File: config.mk
export PLATFORM = sky130hd
export DESIGN_NAME = cop_div_cell
export DESIGN_NICKNAME = d
export VERILOG_FILES = /design/src/rtl/cop_div_cell.sv
export SDC_FILE = /design/constraint.sdc
export NUM_CORES = 1
export LEC_CHECK = 0
export BUFFER_PORTS_ARGS = -buffer_cell sky130_fd_sc_hd__buf_4
export CORE_MARGIN = 2
export CORE_UTILIZATION = 42
export DETAILED_ROUTE_END_ITERATION = 12
export GPL_TIMING_DRIVEN = 0
export PLACE_DENSITY = 0.79
export SETUP_SLACK_MARGIN = 0.4
export SKIP_LAST_GASP = 1
export SLEW_MARGIN = 40
export SYNTH_ARGS = -nofsm -noshare
export SYNTH_HDL_FRONTEND = slang
export SYNTH_SLANG_ARGS = --single-unit
export TNS_END_PERCENT = 20
File: constraint.sdc
create_clock -name clk -period 1.5 [get_ports clk]
set_input_delay 0.075 -clock clk [delete_from_list [all_inputs] [get_ports clk]]
set_output_delay 0.075 -clock clk [all_outputs]
set_load 0.01 [all_outputs]
File: src/rtl/cop_div_cell.sv
module cop_div_cell #(
  parameter int NW = 8,
  parameter int DW = 4,
  parameter int PW = 1,
  parameter int LN = 1
) (
  input  logic                         clk,
  input  logic                         rst_n,
  input  logic                         en,
  input  logic                         vld_i,
  input  logic [LN-1:0][DW+NW-1:0]     acc_i,
  input  logic [DW-1:0]                den,
  input  logic [PW-1:0]                pay_i,
  output logic                         vld_o,
  output logic [LN-1:0][DW+NW-1:0]     acc_o,
  output logic [PW-1:0]                pay_o
);

  localparam int AW = DW + NW;

  logic [LN-1:0][AW-1:0] acc_nxt;
  logic [AW:0]           sh;
  logic [DW:0]           top;
  logic                  qb;
  logic                  vld_r;
  logic [LN-1:0][AW-1:0] acc_r;
  logic [PW-1:0]         pay_r;

  // one restoring step: remainder in the high bits, quotient shifts in low
  always_comb begin
    sh  = '0;
    top = '0;
    qb  = 1'b0;
    for (int l = 0; l < LN; l++) begin
      sh  = {acc_i[l], 1'b0};
      top = sh[AW:NW];
      qb  = (top >= {1'b0, den});
      if (qb) begin
        top = top - {1'b0, den};
      end
      acc_nxt[l] = {top[DW-1:0], sh[NW-1:1], qb};
    end
  end

  always_ff @(posedge clk) begin
    if (!rst_n) begin
      vld_r <= 1'b0;
    end else if (en) begin
      vld_r <= vld_i;
    end
  end

  always_ff @(posedge clk) begin
    if (en) begin
      acc_r <= acc_nxt;
      pay_r <= pay_i;
    end
  end

  assign vld_o = vld_r;
  assign acc_o = acc_r;
  assign pay_o = pay_r;

endmodule

Yosys cells after proc, flatten, opt, wreduce, memory -nomap -nowiden
Cells that the tools add are included.
{"block": "totals", "inputBits": 21, "out_inout_bits": 14, "mem_bits_rw": 0, "latchBits": 0, "regBits": 14, "wordCells": 6, "n_memories": 0, "rom_bits": 0}
{"block": "op_classes", "shift": 0, "n_reduce_logical": 0, "bitwise": 0, "addsub": 1, "n_eq_ne": 0, "n_div": 0, "order_cmp": 1, "n_mux": 1, "n_mul": 0}
{"cell": "$ge A5 B4 Y1", "count": 1}
{"cell": "$mux W4", "count": 1}
{"cell": "$sub A4 B4 Y4", "count": 1}

Logic depth before layout (Yosys ltp)
{"block": "logic_depth", "word_depth": 2, "mapped_depth": 6}

Worst setup path before layout
OpenSTA, ideal clock, no wires.
{"block": "synth_timing", "path_type": "in2reg", "start": "input den[2]", "end": "register acc_r (netlist bit acc_o[10]) (data pin)", "setup_slack_ps": 166, "setup_ps": 260, "arrival_time_ps": 1074, "path_stages": 6, "path_buffers": 0, "t_required_ps": 1240, "cell_sequence": "inv_1 -> ha_1 -> nand4_1 -> nand2_1 -> nor2_4 -> mux2_4"}
{"block": "synth_between", "elab_chain_cells": 2, "elab_cells_between_ends": 3}
{"element": "start, declared", "line": "12", "text": "input logic [DW-1:0] den,"}
{"element": "$sub A4 B4 Y4 / $ge A5 B4 Y1 (equally long branches)", "line": "39, 37"}
{"element": "$mux W4 *", "line": "38", "text": "if (qb) begin"}
{"element": "net top[2]", "line": "23", "text": "logic [DW:0] top;"}
{"element": "end signal, assigned", "line": "55", "text": "acc_r <= acc_nxt;"}
{"element": "end, declared", "line": "26", "text": "logic [LN-1:0][AW-1:0] acc_r;"}
The timed path passes the listed nets; every way through them passes the cells marked *.
A chain may end at the register's enable or synchronous reset.

Worst setup path in the final report
Same ends and word-level chain as after synthesis.

==> qor.yml <==
detailroute.wirelength.met2_um: 648
grt_antenna_before_repair: 0
grt_pass1_vias: 481
worstRegToRegCells: 2
met1_layer_wirelength_in_the_final_routing_um: 477
final_antenna_net_count: 0
totalPowerFinal_w: 0.000951
ant_cells: 0
drt-wirelength-per-cell_um: 11.7
ys_ff_latch: 14
port_buffers: 34
maxClockFrequency_mhz: 928
pin_count: 35
synth_cell_types: 19
synthAdderAreaFrac_pct: 11.0
dr_total_vias: 496
drt_wl_total_mm: 1.25
share_of_the_synthesized_netlist_area_taken_by_xor_and_xnor_gates_pct: 1.38
period_share_pct: 71.8
grt_overflow: 0
final_common_cell: "sky130_fd_sc_hd__buf_4"
critPathLaunchType: "primary input"
area_growth_pct: 75.0
power_leakage_nw: 0.476
htree_num_levels: 1
worst_ep_arrival_time_ns: 1.10
layout-drive-gt1-share_pct: 58.2
run_status: "completed"
initial_drc_count: 8
layout_min_cycle_time_ns: 1.08
final_core_utilization_pct: 76.3
vertical_extent_of_the_die_um: 42.9
count_of_final_max_slew_check_failures: 0
mostFrequentLayoutCells: "sky130_fd_sc_hd__buf_4, sky130_fd_sc_hd__edfxtp_1, sky130_fd_sc_hd__dlygate4sd3_1"
regToRegSetupSlack_ns: 0.92
core-area_um2: 1450
clock_skew_ns: 0
yosys_warnings: 0
clock_latency_ns: 0.26
timing.max_slew.rel_slack_pct: 86.8
clk_path_buf_depth: 2
die-width_um: 42.9
wl_met3_um: 123
tritoncts: "done"
globalRouteTotalUtil_pct: 14.9
cts.sinks: 14
setup_violations: 0
synth_mux_area_share_pct: 7.10
r2r-start: "vld_o"
die-area_um2: 1840
timing.hold.worst_endpoint: "vld_o"
grt_max_degree: 15
syn-instance-count: 44
grt_setup_unrepaired: "false"
cts-buffers-inserted: 3
highest_layer: "met3"
clock_tree.root_cell: "sky130_fd_sc_hd__clkbuf_4"
clk_pin_slew_ns: 0.08
core.rowCount: 14
detailed_place_hpwl_um: 967
worstReg2RegEnd: "vld_o"
postSynthNetCount: 70
cap_violations: 0
syn_area_per_cell_um2: 14.4
criticalPathCategory: "in2reg"
starting_utilization_of_the_core_area_pct: 43.6
tightest_slew_ns: 0.197
synth.yosys.seq_area_share_pct: 64.7
vdd.ir_drop.worst_mv: 0.393
min-delay-start: "rst_n"
routabilityCongestion: 0.713
drt_first_pass_iters: 4
min_path_cells: 2
critPathRequiredTime_ns: 1.52
remaining_drc_errors: 0
nNetsFinal: 118
min-delay-path-class: "in2reg"
number_of_hold_violations_in_the_final_report: 0
syn_area_um2: 634
compound_cell_area_share_of_the_yosys_netlist_pct: 2.96
detail_route.vias_per_cell: 4.64
pwr_density_cell_nw_per_um2: 857
combinational_family_with_the_most_area_after_synthesis: "adder cells"
finalSetupTns_ns: 0
path_max_fanout: 4
synth_simple_gate_area_share_pct: 9.27
grt_pass1_wl_mm: 2.04
crit_path_end_kind: "flop"
[state kept, by name (all words and copies together), names as in the netlist]
signal / count
vld_o: 1
acc_o: 12
pay_o: 1
[critical path, cell delays in order]
cell and delay (ns):
sky130_fd_sc_hd__buf_4 0.13, sky130_fd_sc_hd__inv_12 0.03, sky130_fd_sc_hd__ha_4 0.25, sky130_fd_sc_hd__o21ai_4 0.15, sky130_fd_sc_hd__a21oi_4 0.05, sky130_fd_sc_hd__nor2_4 0.12
sky130_fd_sc_hd__mux2_4 0.29
[synth_stat cells]
master                     count  area share, %
sky130_fd_sc_hd__ha_1          4            7.9
sky130_fd_sc_hd__edfxtp_1     13             62
sky130_fd_sc_hd__nor2_4        1            1.8
sky130_fd_sc_hd__inv_2         1           0.59
sky130_fd_sc_hd__a21oi_2       1            1.4
sky130_fd_sc_hd__o21ai_1       1           0.79
sky130_fd_sc_hd__nor3_1        2            1.6
sky130_fd_sc_hd__a21oi_1       1           0.79
sky130_fd_sc_hd__nand4_1       1           0.99
sky130_fd_sc_hd__fa_1          1            3.2
sky130_fd_sc_hd__xnor2_1       1            1.4
sky130_fd_sc_hd__nand2b_1      1           0.99
sky130_fd_sc_hd__nor2b_1       1           0.99
sky130_fd_sc_hd__inv_1         5            3.0
sky130_fd_sc_hd__dfxtp_1       1            3.2
sky130_fd_sc_hd__nand2_1       1           0.59
sky130_fd_sc_hd__mux2i_1       3            4.7
sky130_fd_sc_hd__nor2_1        4            2.4
sky130_fd_sc_hd__mux2_4        1            2.4
[stage by stage]
| step | instance area [µm²] | hold WS (ns) | instances | setup slack [ns] |
|---|---|---|---|---|
| after floorplan | 703 | 0.174 | 44 | 0.249 |
| after global placement | 978 | 0.253 | 94 | 0.0692 |
| after detailed placement | 978 | 0.255 | 94 | 0.0474 |
| after CTS | 1090 | 0.0155 | 107 | 0.419 |
| after global routing | 1110 | 0.0442 | 107 | 0.397 |
| final | 1110 | 0.0221 | 107 | 0.423 |
[repair_timing]
action	4_1_cts	5_1_grt
pin swaps	1	3
setup endpoints to repair	1	1
gates resized for setup	0	4
buffers inserted	1	0
endpoints found under the hold margin	8	0
hold buffers	8	0
[kinds of logic (layout without fill, tap and decap cells)]
family	count (synthesis)	in the layout
buf+inv	6	53
mux	4	4
simple gates	11	11
xor+xnor	1	1
fa+ha+maj	5	5
flops	14	14
compound gates	3	3
[cell type report]
| cell class | count | area [µm²] |
|---|---|---|
| Sequential cell | 14 | 410 |
| Fill cell | 94 | 344 |
| Timing Repair Buffer | 43 | 343 |
| Multi-Input combinational cell | 24 | 275 |
| Inverter | 6 | 35.0 |
| Clock buffer | 4 | 26.3 |
| Tap cell | 16 | 20.0 |
[per-layer routing]
| metal | vias up | global-route usage [%] |
|---|---|---|
| li1 | 249 | - |
| met5 | - | 0 |
| met3 | 0 | 2.13 |
| met4 | 0 | 7.50 |
| met1 | 221 | 19.2 |
| met2 | 26 | 24.2 |
[worst max path at each step]
stage | from | endpoint | slack (ns) | cells after the start
after floorplan | den[2] | acc_o[10] | 0.25 | 6
after global placement | den[2] | acc_o[10] | 0.07 | 7
after detailed placement | den[2] | acc_o[10] | 0.05 | 7
after CTS | acc_i[7] | acc_o[10] | 0.42 | 7
after global routing | acc_i[7] | acc_o[10] | 0.40 | 7
final | den[2] | acc_o[10] | 0.42 | 7
[where the power goes]
part / switching (W) / total (W) / internal [W]
registers: 0.0000105 / 0.000482 / 0.000471
logic: 0.000111 / 0.000264 / 0.000154
clock network: 0.000103 / 0.000205 / 0.000103
total: 0.000223 / 0.000951 / 0.000728
(Power assumes the default switching activity.)
