<file path="src/rtl/cop_pkg.sv">
package cop_pkg;

  localparam int BE_W   = 11;  // batch_elements register
  localparam int NW_W   = 5;   // num_workers register
  localparam int SZ_W   = 13;  // output size registers
  localparam int DS_W   = 5;   // dilation / stride registers
  localparam int WK_W   = 4;
  localparam int PC_W   = 22;
  localparam int BI_W   = 10;
  localparam int CO_W   = 12;
  localparam int XE_W   = 13;
  localparam int P1_W   = BE_W + SZ_W;        // batch * rows
  localparam int TOT_W  = P1_W + SZ_W;        // element count
  localparam int MUL_W  = TOT_W + NW_W;       // worker * count
  localparam int R_W    = P1_W;               // global partial row index
  localparam int ADDR_W = 5;
  localparam int DATA_W = 32;

  localparam logic [2:0] REG_BATCH = 3'd0;
  localparam logic [2:0] REG_NWORK = 3'd1;
  localparam logic [2:0] REG_SIZEY = 3'd2;
  localparam logic [2:0] REG_SIZEX = 3'd3;
  localparam logic [2:0] REG_DILY  = 3'd4;
  localparam logic [2:0] REG_DILX  = 3'd5;
  localparam logic [2:0] REG_STRY  = 3'd6;
  localparam logic [2:0] REG_STRX  = 3'd7;

  localparam int MAX_WORKERS_DEF    = 16;
  localparam int MAX_FIELD_SIZE_DEF = 4096;
  localparam int MAX_BATCH_DEF      = 1024;

endpackage

</file>
<file path="src/rtl/cop_dim_unit.sv">
module cop_dim_unit import cop_pkg::*; (
  input  logic            clk,
  input  logic            rst_n,
  input  logic            start,
  input  logic [DS_W-1:0] dil,
  input  logic [DS_W-1:0] str,
  input  logic [SZ_W-1:0] size,
  output logic            busy,
  output logic [DS_W-1:0] step,
  output logic [SZ_W-1:0] count
);

  localparam logic [1:0] S_IDLE = 2'd0;
  localparam logic [1:0] S_GCD  = 2'd1;
  localparam logic [1:0] S_DIV  = 2'd2;
  localparam logic [1:0] S_CNT  = 2'd3;

  logic [1:0]      state_r;
  logic [DS_W-1:0] a_r, b_r, d_r, step_r;
  logic [SZ_W-1:0] x_r, q_r, count_r;
  logic [DS_W-1:0] d_c, s_c;

  assign d_c = (dil == '0) ? DS_W'(1) : dil;
  assign s_c = (str == '0) ? DS_W'(1) : str;

  always_ff @(posedge clk) begin
    if (!rst_n) begin
      state_r <= S_IDLE;
    end else if (start) begin
      state_r <= S_GCD;
    end else begin
      unique case (state_r)
        S_GCD: if (a_r == b_r) state_r <= S_DIV;
        S_DIV: if (x_r == SZ_W'(a_r)) state_r <= S_CNT;
        S_CNT: if (x_r <= SZ_W'(step_r)) state_r <= S_IDLE;
        default: state_r <= S_IDLE;
      endcase
    end
  end

  // subtractive gcd, then step = d / gcd, then count = ceil(size / step)
  always_ff @(posedge clk) begin
    if (start) begin
      a_r <= d_c;
      b_r <= s_c;
      d_r <= d_c;
    end else begin
      unique case (state_r)
        S_GCD: begin
          if (a_r == b_r) begin
            x_r <= SZ_W'(d_r);
            q_r <= '0;
          end else if (a_r > b_r) begin
            a_r <= a_r - b_r;
          end else begin
            b_r <= b_r - a_r;
          end
        end
        S_DIV: begin
          if (x_r == SZ_W'(a_r)) begin
            step_r <= DS_W'(q_r + 1'b1);
            x_r    <= size;
            q_r    <= '0;
          end else begin
            x_r <= x_r - SZ_W'(a_r);
            q_r <= q_r + 1'b1;
          end
        end
        S_CNT: begin
          if (x_r <= SZ_W'(step_r)) begin
            count_r <= q_r + 1'b1;
          end else begin
            x_r <= x_r - SZ_W'(step_r);
            q_r <= q_r + 1'b1;
          end
        end
        default: ;
      endcase
    end
  end

  assign busy  = (state_r != S_IDLE);
  assign step  = step_r;
  assign count = count_r;

endmodule

</file>
<file path="config.mk">
export PLATFORM = sky130hd
export DESIGN_NAME = cop_dim_unit
export DESIGN_NICKNAME = d
export VERILOG_FILES = /design/src/rtl/cop_pkg.sv /design/src/rtl/cop_dim_unit.sv
export SDC_FILE = /design/constraint.sdc
export NUM_CORES = 1
export LEC_CHECK = 0
export BUFFER_PORTS_ARGS = -buffer_cell sky130_fd_sc_hd__buf_2
export CORE_AREA = 2 2 81 83
export CTS_CLUSTER_SIZE = 20
export DETAILED_ROUTE_END_ITERATION = 16
export DIE_AREA = 0 0 83 85
export GPL_ROUTABILITY_DRIVEN = 0
export PLACE_DENSITY = 0.83
export REMOVE_ABC_BUFFERS = 1
export SKIP_LAST_GASP = 1
export SLEW_MARGIN = 20
export SYNTH_ARGS = -nofsm -noshare
export SYNTH_HDL_FRONTEND = slang
export SYNTH_SLANG_ARGS = --single-unit
</file>
<file path="constraint.sdc">
create_clock -name clk -period 7.2 [get_ports clk]
set_input_delay 0.36 -clock clk [delete_from_list [all_inputs] [get_ports clk]]
set_output_delay 0.36 -clock clk [all_outputs]
set_load 0.01 [all_outputs]
</file>
[Word-level counts from Yosys, hierarchy flattened]
Cells that the tools add are included.
Storage, ports and cells
  bits in registers: 61
  latch bits: 0
  memory bits (writable): 0
  bits in read-only memories: 0
  output and inout bits: 19
  word-level logic and storage cells: 69
  memories: 0
Cells by class
  add/subtract/negate cells: 5
  multiply operators: 0
  div/mod/pow operators: 0
  order comparisons: 2
  equal/unequal tests: 14
  shift operators: 0
  multiplexer cells: 23
  bitwise operators: 2
  reduce and logical (&&, ||, !) cells: 14
Operators with widths (count)
  13-bit two-way mux: 6
  13-bit one-hot mux with 3 select lines: 2
  5-bit two-way mux: 10
  13-bit by 5-bit subtractor with 13-bit output: 2
  3-bit AND reduction: 6
  13-bit by 1-bit adder with 13-bit output, second input constant: 1
  13-bit by 5-bit equality test with 1-bit output: 1
  13-bit by 5-bit less-or-equal comparator with 1-bit output: 1
  2-bit != test, second input constant: 6
  5-bit zero test: 2
  5-bit subtractor: 2
  3-bit != test, second input constant: 3
  2-bit two-way mux: 3
  2-bit one-hot mux with 3 select lines: 1
  2-bit nonzero test: 3
  5-bit equality test: 1
  5-bit greater-than comparator: 1
  2-bit equality test, second input constant: 2
  4-bit AND reduction: 1
  3-bit nonzero test: 1
  2-bit by 1-bit equality test with 1-bit output, second input constant: 1
  1-bit NOT: 2
  2-bit OR reduction: 1
  1-bit two-way mux: 1

[Logic depth before layout (Yosys ltp)]
Gate-level depths: netlist (run 1).
  word-level depth: 5
  depth in mapped cells: 10
  depth with buffers taken out: 10

[Least setup slack after synthesis (run 1)]
Ideal clock, no wire load.
  kind: register -> register
  start point: register x_r[1]
  end point: register q_r[0], enable pin
  setup time: 0.442 ns
  arrival time: 3.096 ns
  setup slack: 3.662 ns
  cell stages (with the launch flop): 7
  path through: edfxtp_1 > ha_1 > nor2b_1 > o2111ai_1 > nand2_1 > a21oi_1 > nor3_1
On the way
  longest elaborated chain between the ends: 3
RTL lines
  start: declaration: RTL line cop_dim_unit.sv:20  | logic [SZ_W-1:0] x_r, q_r, count_r;
  start signal: assignment: RTL line cop_dim_unit.sv:51  | x_r <= SZ_W'(d_r);
  start signal: assignment: RTL line cop_dim_unit.sv:62  | x_r <= size;
  start signal: assignment: RTL line cop_dim_unit.sv:65  | x_r <= x_r - SZ_W'(a_r);
  13-bit by 5-bit less-or-equal comparator with 1-bit output: RTL line cop_dim_unit.sv:70  | if (x_r <= SZ_W'(step_r)) begin
  2-bit != test (no source line)
  4-bit AND reduction (no source line)
  end signal: assignment: RTL line cop_dim_unit.sv:66  | q_r <= q_r + 1'b1;
  end signal: assignment: RTL line cop_dim_unit.sv:74  | q_r <= q_r + 1'b1;
  end: declaration: RTL line cop_dim_unit.sv:20
No other way between the ends.
A chain may end at the register's enable or synchronous reset.

[Worst setup path after layout (run 1)]
  start point: register x_r[6]
  end point: register count_r[2] (netlist: count[2]), enable pin
On the way
  longest elaborated chain between the ends: 2
RTL lines
  13-bit by 5-bit less-or-equal comparator with 1-bit output: RTL line cop_dim_unit.sv:70
  3-bit AND reduction (no source line)
  end signal: assignment: RTL line cop_dim_unit.sv:71  | count_r <= q_r + 1'b1;
  end: declaration: RTL line cop_dim_unit.sv:20
No other way between the ends.

==> metrics, run 1 <==
setup ws final 4331 ps; DR vias 2883; Ports 45; Post-Route M1 WL 3.579 mm; peak supply drop 0.0001887 V; fmax 348.6 MHz; WP data required 7180 ps; # diodes 0; Synth Area in Simple Gates 14.89%; number of global-route vias before repair 2725; post-CTS resize count 0; H-tree depth 3; share of the synthesized area in the top cell type 47.28%; Worst Hold Endpoint d_r[1]; first-pass GRT wire length ~13 mm; commonest non-fill, non-tap cell in the layout edfxtp_1; Post-Synth XOR/XNOR Area under 10%; deepest clock path buffer count 2; Gate Count Post-Synth 350; actual slew at the worst max-slew pin 830.1 ps; area of the mapped netlist 3747 um2; num rows 29; max-cap violations 0; GRT Total Usage 24.26%; DR DRC count 0; initial antenna violation count 0; Synth Area in Adders approximately a tenth; register area share after synthesis between 40% and 50%; CTS buffer count 9; Die Height 85 um; fillcell total between 400 and 500; fraction of synthesized area in multiplexers 1.068%; WHS Path Cells 1; CP Data Arrival Time between 2000 and 3000 ps; Non-Filler Instances 474; leakage power 1.706 nW; Final Hold Vio Count 0; Synth Area in Compound Gates 14.49%; Hold Path Class in -> reg; Hold Buf Count CTS 0; number of synthesized flops with an enable pin 59; critical path type reg -> reg; critical path endpoint category flop; placed insts 458; RSZ-0062 raised after global routing no; effective utilization at floorplan 60.40%; number of setup buffers added after CTS 0; r2r worst-path depth 5; Clock transition at path regs 70 ps; top cells by area, synth edfxtp_1, ha_1, xor2_1, xnor2_1, inv_1; total global routing overflow 0; CTS tree done; Place WS 4394 ps; prevailing post-synth register cell edfxtp_1; area delta synth->final 12.89%; crit path max fanout 13; Post-DRT Antenna Nets 0; DR WL met3 622 um; hold wc startpoint dil[1]; syn_area_per_cell ~11 um2; Final Max Tran Viols 0; DRT Pass-1 Iters 5; most frequent cells in the layout edfxtp_1, buf_2, inv_1; drt wl/cell between 15 and 20 um; r2r endpoint count[2]; Distinct cells, synth 56; Ys Warns 0; flops & latches, synth 61; largest net degree at the start of global routing 29; r2r setup slk 4330 ps; critical path launch point type flop; run status finished, final reports clean; metal2 WL 3.843 mm; worst skew pair latency 350 ps; clock sink total 61; core area 6205 um2; via/cell ratio 6.082; largest family of logic cells by synthesized area simple AND/OR/NAND/NOR gates; HPWL Detailed 6.181 mm; number of port buffers 44; root buf cell clkbuf_8; DIE AREA roughly 7000 um2; largest area contributor in the netlist edfxtp_1; Initial DRC Count 293; clk_skew between 10 and 15 ps; fraction of layout cells with a size suffix above 1 17.13%; setup TNS 0 ps; Layout Nets 446; Die Width slightly above 80 um; r2r startpoint x_r[6]; Final period util about 40%; setup violators final 0; asr flop ratio synth 0%; final critical-path required period between 2000 and 3000 ps; power density over the cells around 320 nW/um2; worst hold margin 226.4 ps; relative slew slack around 44%; WL final between 8 and 9 mm; DR top layer met4
[where the power goes]
part           leakage, nW  switching (mW)  internal (mW)
Clock               0.0985           0.138          0.194
Combinational         1.04           0.303          0.221
Sequential           0.571          0.0384          0.464
[registers in the layout, summed over array words and instances (netlist names)]
signal,cells
count,13
q_r,13
x_r,13
a_r,5
b_r,5
d_r,5
step,5
state_r,2
[metal layers]
layer  GRT usage [%]  vias to the layer above
li1                -                     1357
met1           32.84                     1344
met2           38.20                      155
met3           4.864                       27
met4           11.03                        0
met5               0                        -
[cell families after synthesis]
group | Yosys count
simple gates | 107
compound gates | 78
flops | 61
buf+inv | 45
fa+ha+maj | 28
xor+xnor | 27
mux | 4
[worst max path at each step]
stage	from	to	slack, ps	depth (start not counted)
final	x_r[6]	count[2]	4330	5
after floorplan	x_r[1]	q_r[0]	3660	6
after global placement	x_r[1]	q_r[11]	4510	7
after global routing	x_r[6]	count[1]	4210	5
after detailed placement	x_r[6]	count[11]	4390	5
after CTS	x_r[6]	count[1]	4360	5
[stage by stage]
stage	power (mW)	util [%]	area (um2)
4_1_cts	1.357	68.18	4230
5_1_grt	1.445	68.18	4230
3_3_place_gp	1.005	64.71	4015
6_report	1.359	68.18	4230
2_1_floorplan	0.8946	-	3686
3_5_place_dp	1.024	64.71	4015
[final cells by class]
class / count / area (um2) / area share (%)
sequential: 61 / 1812 / 42.83
multi-input combinational: 244 / 1763 / 41.67
timing repair buffer: 45 / 227.7 / 5.383
clock buffer: 10 / 127.6 / 3.017
inverter: 31 / 116.4 / 2.751
tap: 77 / 96.34 / 2.277
clock inverter: 6 / 87.58 / 2.070
[worst max-delay path, cell delays in order, from the launching register on]
cell and delay (ps):
edfxtp_1 490, or4_1 790, nor3b_4 350, nand2_1 100, a21oi_1 230, and2_1 550
[cells in the mapped netlist (10+ instances only)]
master    number
nor2_1        19
nand2_1       29
ha_1          24
edfxtp_1      59
clkbuf_1      12
a21o_1        10
xor2_1        14
a21oi_1       13
o21ai_0       11
nand3_1       15
xnor2_1       13
inv_1         30
nor2b_1       14
Note: power is estimated with default switching activity, not from simulation.
==> run 2: changes to the inputs <==
CORE_AREA = 2 2 88 90   (was 2 2 81 83)
DIE_AREA = 0 0 90 92   (was 0 0 83 85)
PLACE_DENSITY = 0.74   (was 0.83)
clock period = 2.55 ns   (was 7.2 ns; I/O delays follow)
==> metrics, run 2 (synthesis results as in run 1) <==
leakage power 1.838 nW (+7.8%); commonest non-fill, non-tap cell in the layout edfxtp_1; r2r endpoint x_r[10]; fmax 413.3 MHz (+19%); hold wc startpoint dil[3]; area delta synth->final 20.17%; Die Width 90 um (+8.4%); r2r startpoint x_r[0]; DR vias 2849 (-1.2%); critical path type reg -> reg; placed cell area 4227 um2 (+5.3%); fraction of layout cells with a size suffix above 1 22.25% (+5.1 points); num rows 32 (+10%); HPWL Detailed 6.106 mm (-1.2%); WL final 8.253 mm (-0.42%); max-cap violations 0 (unchanged); WHS Path Cells 1 (unchanged); Final Util 60.47% (-7.7 points); Final Max Tran Viols 0 (unchanged); worst hold margin 32.87 ps (-193.5 ps); GR Layer Usage met3 4.191% (-0.67 points); CTS buffer count 9 (unchanged); CTS tree done; clk_skew 7.946 ps (-2.874 ps); critical path endpoint category flop; DRT Pass-1 Iters 5 (unchanged); deepest clock path buffer count 2 (unchanged); RSZ-0062 raised after global routing yes; Initial DRC Count 165 (-44%); initial antenna violation count 0 (unchanged); setup violators final 0 (unchanged); Pwr Total 3.942 mW (+190%); DIE AREA 8280 um2 (+17%); fillcell total 653 (+41%); Ports 45 (unchanged); number of setup buffers added after CTS 0 (unchanged); Non-Filler Instances 520 (+9.7%); effective utilization at floorplan 50.32% (-10 points); final instance area 4503 um2 (+6.4%); Final Hold Vio Count 0 (unchanged); WP data required 2650 ps (-4530 ps); CP Data Arrival Time 2520 ps (-320 ps); root buf cell clkbuf_8; crit-path cells inv_1 -> ha_1 -> inv_1 -> fa_1 -> a21o_1 -> a21o_1 -> a2111oi_4 -> xor2_1 -> a32oi_1 -> o21ai_1; Worst path slowest cell fa_1; met1 Use GR 24.96% (-7.9 points); Die Height 92 um (+8.2%); total global routing overflow 0 (unchanged); power density over the cells 875.3 nW/um2 (+170%); clock sink total 61 (unchanged); largest net degree at the start of global routing 29 (unchanged); actual slew at the worst max-slew pin 533.3 ps (-296.8 ps); DR DRC count 0 (unchanged); worst skew pair latency 340 ps (about the same); CP max stage delay 390 ps (-400 ps); final critical-path required period 2419 ps (-449.4 ps); drt wl/cell 15.87 um (-9.2%); # diodes 0 (unchanged); via/cell ratio 5.479 (-9.9%); number of port buffers 44 (unchanged); crit path max fanout 3 (-10); core area 7447 um2 (+20%); critical path launch point type flop; Post-DRT Antenna Nets 0 (unchanged); r2r worst-path depth 10 (+5); relative slew slack 63.98% (+20 points); global-route met2 utilization 35.15% (-3.0 points); Bufs and invs on worst path 2 (+2); number of global-route vias before repair 2791 (+2.4%); Layout Nets 467 (+4.7%); Hold Path Class in -> reg; global route hottest layer met2; Top delay family on crit path compound AO/OA/AOI/OAI gates; run status finished, final reports clean; placed insts 502 (+9.6%); GRT Total Usage 20.35% (-3.9 points); r2r setup slk 130 ps (-4200 ps); Final period util 94.88% (+55 points); Clock transition at path regs 70 ps (about the same); Worst Hold Endpoint d_r[3]; peak supply drop 0.0006562 V (+250%); most frequent cells in the layout edfxtp_1, buf_2, inv_1; H-tree depth 3 (unchanged); first-pass GRT wire length 13.08 mm (-1.4%)
==> run 2: cell count changes in the layout (fill, tap and decap cells not counted), moves of 2 or more <==
cell and delta:
clkinvlp_4 -3, buf_12 +3, dlygate4sd3_1 +2, buf_4 +16, a21oi_1 -3, a21oi_2 +3
==> run 2: metal layers <==
layer / part of all wire [%] / wire length [um]
met3: 5.5 / 451
met2: 49 / 4058
met4: 2.2 / 178
met1: 43 / 3564
met5: 0 / 0
==> run 2: worst max-delay path by stage <==
stage / startpoint / endpoint / slack, ps / cells after the start
final: x_r[0] / x_r[10] / 130 / 10
after CTS: x_r[0] / x_r[10] / 40 / 10
after global routing: x_r[0] / x_r[10] / -80 / 10
after detailed placement: x_r[0] / x_r[10] / 10 / 10
after global placement: x_r[0] / x_r[10] / 110 / 10
after floorplan: x_r[1] / q_r[0] / -990 / 6
==> run 2: area by class of cell <==
type	count	area [um2]	area share, %
Sequential cell	61	1812	40.23
Tap cell	102	127.6	2.834
Inverter	31	116.4	2.584
Clock buffer	10	127.6	2.834
Clock inverter	6	86.33	1.917
Multi-Input combinational cell	244	1805	40.09
Timing Repair Buffer	66	427.9	9.503
==> run 2: repair_timing <==
action                                  4_1_cts  5_1_grt
pin swaps                                     0        1
endpoints found under the setup margin        1       27
hold buffers                                  2        0
resized for setup                             1        9
hold endpoints to repair                      2        0
==> run 2: through the flow <==
stage	TNS, ps	worst slack [ps]
finish	0	130.6
global route	-79.64	-79.64
CTS	0	40.15
detailed placement	0	11.94
global placement	0	105.4
floorplan	-25690	-988.0
==> run 2: report_power, final <==
group,switching (mW),internal [mW]
clock network,0.401,0.551
logic,0.893,0.693
registers,0.0949,1.31
total,1.39,2.55
==> run 3: changes to the inputs <==
GPL_TIMING_DRIVEN = 0   (was default)
==> metrics, run 3 (synthesis results as in run 1) <==
CP Data Arrival Time 2560 ps (+40 ps); largest net degree at the start of global routing 29 (unchanged); clk_skew 5.761 ps (-2.184 ps); run status finished, final reports clean; H-tree depth 3 (unchanged); initial antenna violation count 0 (unchanged); DRT Pass-1 Iters 5 (unchanged); Initial DRC Count 256 (+55%); DIE AREA 8280 um2 (unchanged); critical path endpoint category flop; placed cell area 4065 um2 (-3.8%); Ports 45 (unchanged); relative slew slack 53.81% (-10 points); leakage power 1.758 nW (-4.4%); Final period util 96.76% (+1.9 points); Worst Hold Endpoint d_r[3]; Post-Route M1 WL 3.595 mm (+0.87%); Pwr Total 3.758 mW (-4.6%); peak supply drop 0.0006533 V (-0.44%); setup violators final 0 (unchanged); DR vias 2881 (+1.1%); most frequent cells in the layout edfxtp_1, buf_2, inv_1; footprint of the multi-input gates 1848 um2 (+2.4%); WHS Path Cells 1 (unchanged); DR DRC count 0 (unchanged); Hold Path Class in -> reg; area delta synth->final 17.36%; max-cap violations 0 (unchanged); WL final 8.321 mm (+0.82%); setup ws final 82.61 ps (-48.01 ps); DR WL met3 413 um (-8.4%); num rows 32 (unchanged); Clk network pwr share 19.3% (-4.9 points); CTS tree done; worst skew pair latency 340 ps (about the same); Die Height 92 um (unchanged); CTS buffer count 9 (unchanged); number of global-route vias before repair 2775 (-0.57%); # diodes 0 (unchanged); deepest clock path buffer count 2 (unchanged); root buf cell clkbuf_8; HPWL Detailed 6.125 mm (+0.31%); Final Max Tran Viols 0 (unchanged); fraction of layout cells with a size suffix above 1 22.74% (+0.49 points); final critical-path required period 2467 ps (+48.01 ps); setup TNS 0 ps (unchanged); effective utilization at floorplan 50.32% (unchanged); WP data required 2640 ps (about the same); Final Hold Vio Count 0 (unchanged); Post-DRT Antenna Nets 0 (unchanged); clock sink total 61 (unchanged); Non-Filler Instances 511 (-1.7%); r2r worst-path depth 7 (-3); Layout Nets 459 (-1.7%); placed insts 485 (-3.4%); Reg power frac 37.6% (+2.0 points); crit path max fanout 9 (+6); net switching fraction of the power 37.42% (+2.2 points); r2r endpoint q_r[6]; critical path type reg -> reg; DR top layer met4; r2r setup slk 80 ps (-50 ps); actual slew at the worst max-slew pin 692.8 ps (+159.5 ps); hold wc startpoint dil[3]; Psw 1.406 mW (+1.2%); first-pass GRT wire length 13.22 mm (+1.1%); power density over the cells 854.6 nW/um2 (-2.4%); Comb power frac 43.1% (+2.9 points); number of port buffers 44 (unchanged); GRT Total Usage 20.54% (+0.18 points); fmax 405.3 MHz (-1.9%); Die Width 90 um (unchanged); via/cell ratio 5.638 (+2.9%); r2r startpoint x_r[6]; total global routing overflow 0 (unchanged); core area 7447 um2 (unchanged); Place WS -399.8 ps (-411.7 ps); commonest non-fill, non-tap cell in the layout edfxtp_1; critical path launch point type flop; Seq. cell area 1812 um2 (unchanged); Clock transition at path regs 70 ps (about the same); final instance area 4398 um2 (-2.3%); fillcell total 656 (+0.46%); RSZ-0062 raised after global routing no; metal2 WL 4.110 mm (+1.3%); P_int 2.352 mW (-7.8%); drt wl/cell 16.28 um (+2.6%)
run 3: cell types whose count changed in the layout (fill, tap and decap cells not counted), sizes merged:
cell	change
inv	-1
clkinvlp	+2
bufinv	-2
buf	-8
run 3: how the worst max path moves through the flow:
stage                     startpoint       end  slack, ps  cells after the start
after floorplan               x_r[1]    q_r[0]       -990                      6
after global placement        x_r[1]    x_r[7]      -2290                      6
after detailed placement      x_r[6]  count[6]       -400                      5
after CTS                     x_r[1]    x_r[7]         20                      8
after global routing          x_r[0]   x_r[10]          5                     10
final                         x_r[6]    q_r[6]         80                      7
run 3: final cells by class:
cell class,count,share of cell area (%)
Multi-Input combinational cell,244,42.02
Inverter,31,2.731
Tap cell,102,2.902
Timing Repair Buffer,58,7.596
Sequential cell,61,41.19
Clock buffer,10,2.902
Clock inverter,5,0.6543
run 3: power by group through the flow:
| stage | sequential, mW | clock, mW | combinational (mW) |
|---|---|---|---|
| 2_1_floorplan | 1.41 | 0 | 1.12 |
| 3_3_place_gp | 1.43 | 0 | 1.41 |
| 3_5_place_dp | 1.44 | 0 | 1.49 |
| 4_1_cts | 1.42 | 0.730 | 1.56 |
| 5_1_grt | 1.43 | 0.776 | 1.83 |
| 6_report | 1.41 | 0.727 | 1.62 |
run 3: critical path, cell delays in order, from the launching register on:
cell and delay, ps:
edfxtp_1 480, or4_4 680, nor3b_4 310, nand2_1 140, a21oi_4 230, nor3_4 60, buf_4 150, buf_4 180
run 3: per-layer routing:
metal | vias to the layer above | GRT usage (%)
li1 | 1374 | -
met2 | 102 | 33.71
met5 | - | 0
met3 | 21 | 3.944
met4 | 0 | 8.974
met1 | 1384 | 26.67
run 3: stage by stage:
step                      hold slack, ps  utilization [%]
after global placement             338.6            54.17
after CTS                          16.95            57.86
after floorplan                    206.0                -
after detailed placement           339.1            54.59
final                              21.73            59.06
after global routing               17.90            59.06
run 3: repair_timing:
action | 4_1_cts | 5_1_grt
gates resized for setup | 15 | 10
endpoints found under the setup margin | 60 | 62
buffers inserted | 1 | 8
pin swaps | 2 | 2
hold buffers | 2 | 0
hold endpoints to repair | 2 | 0
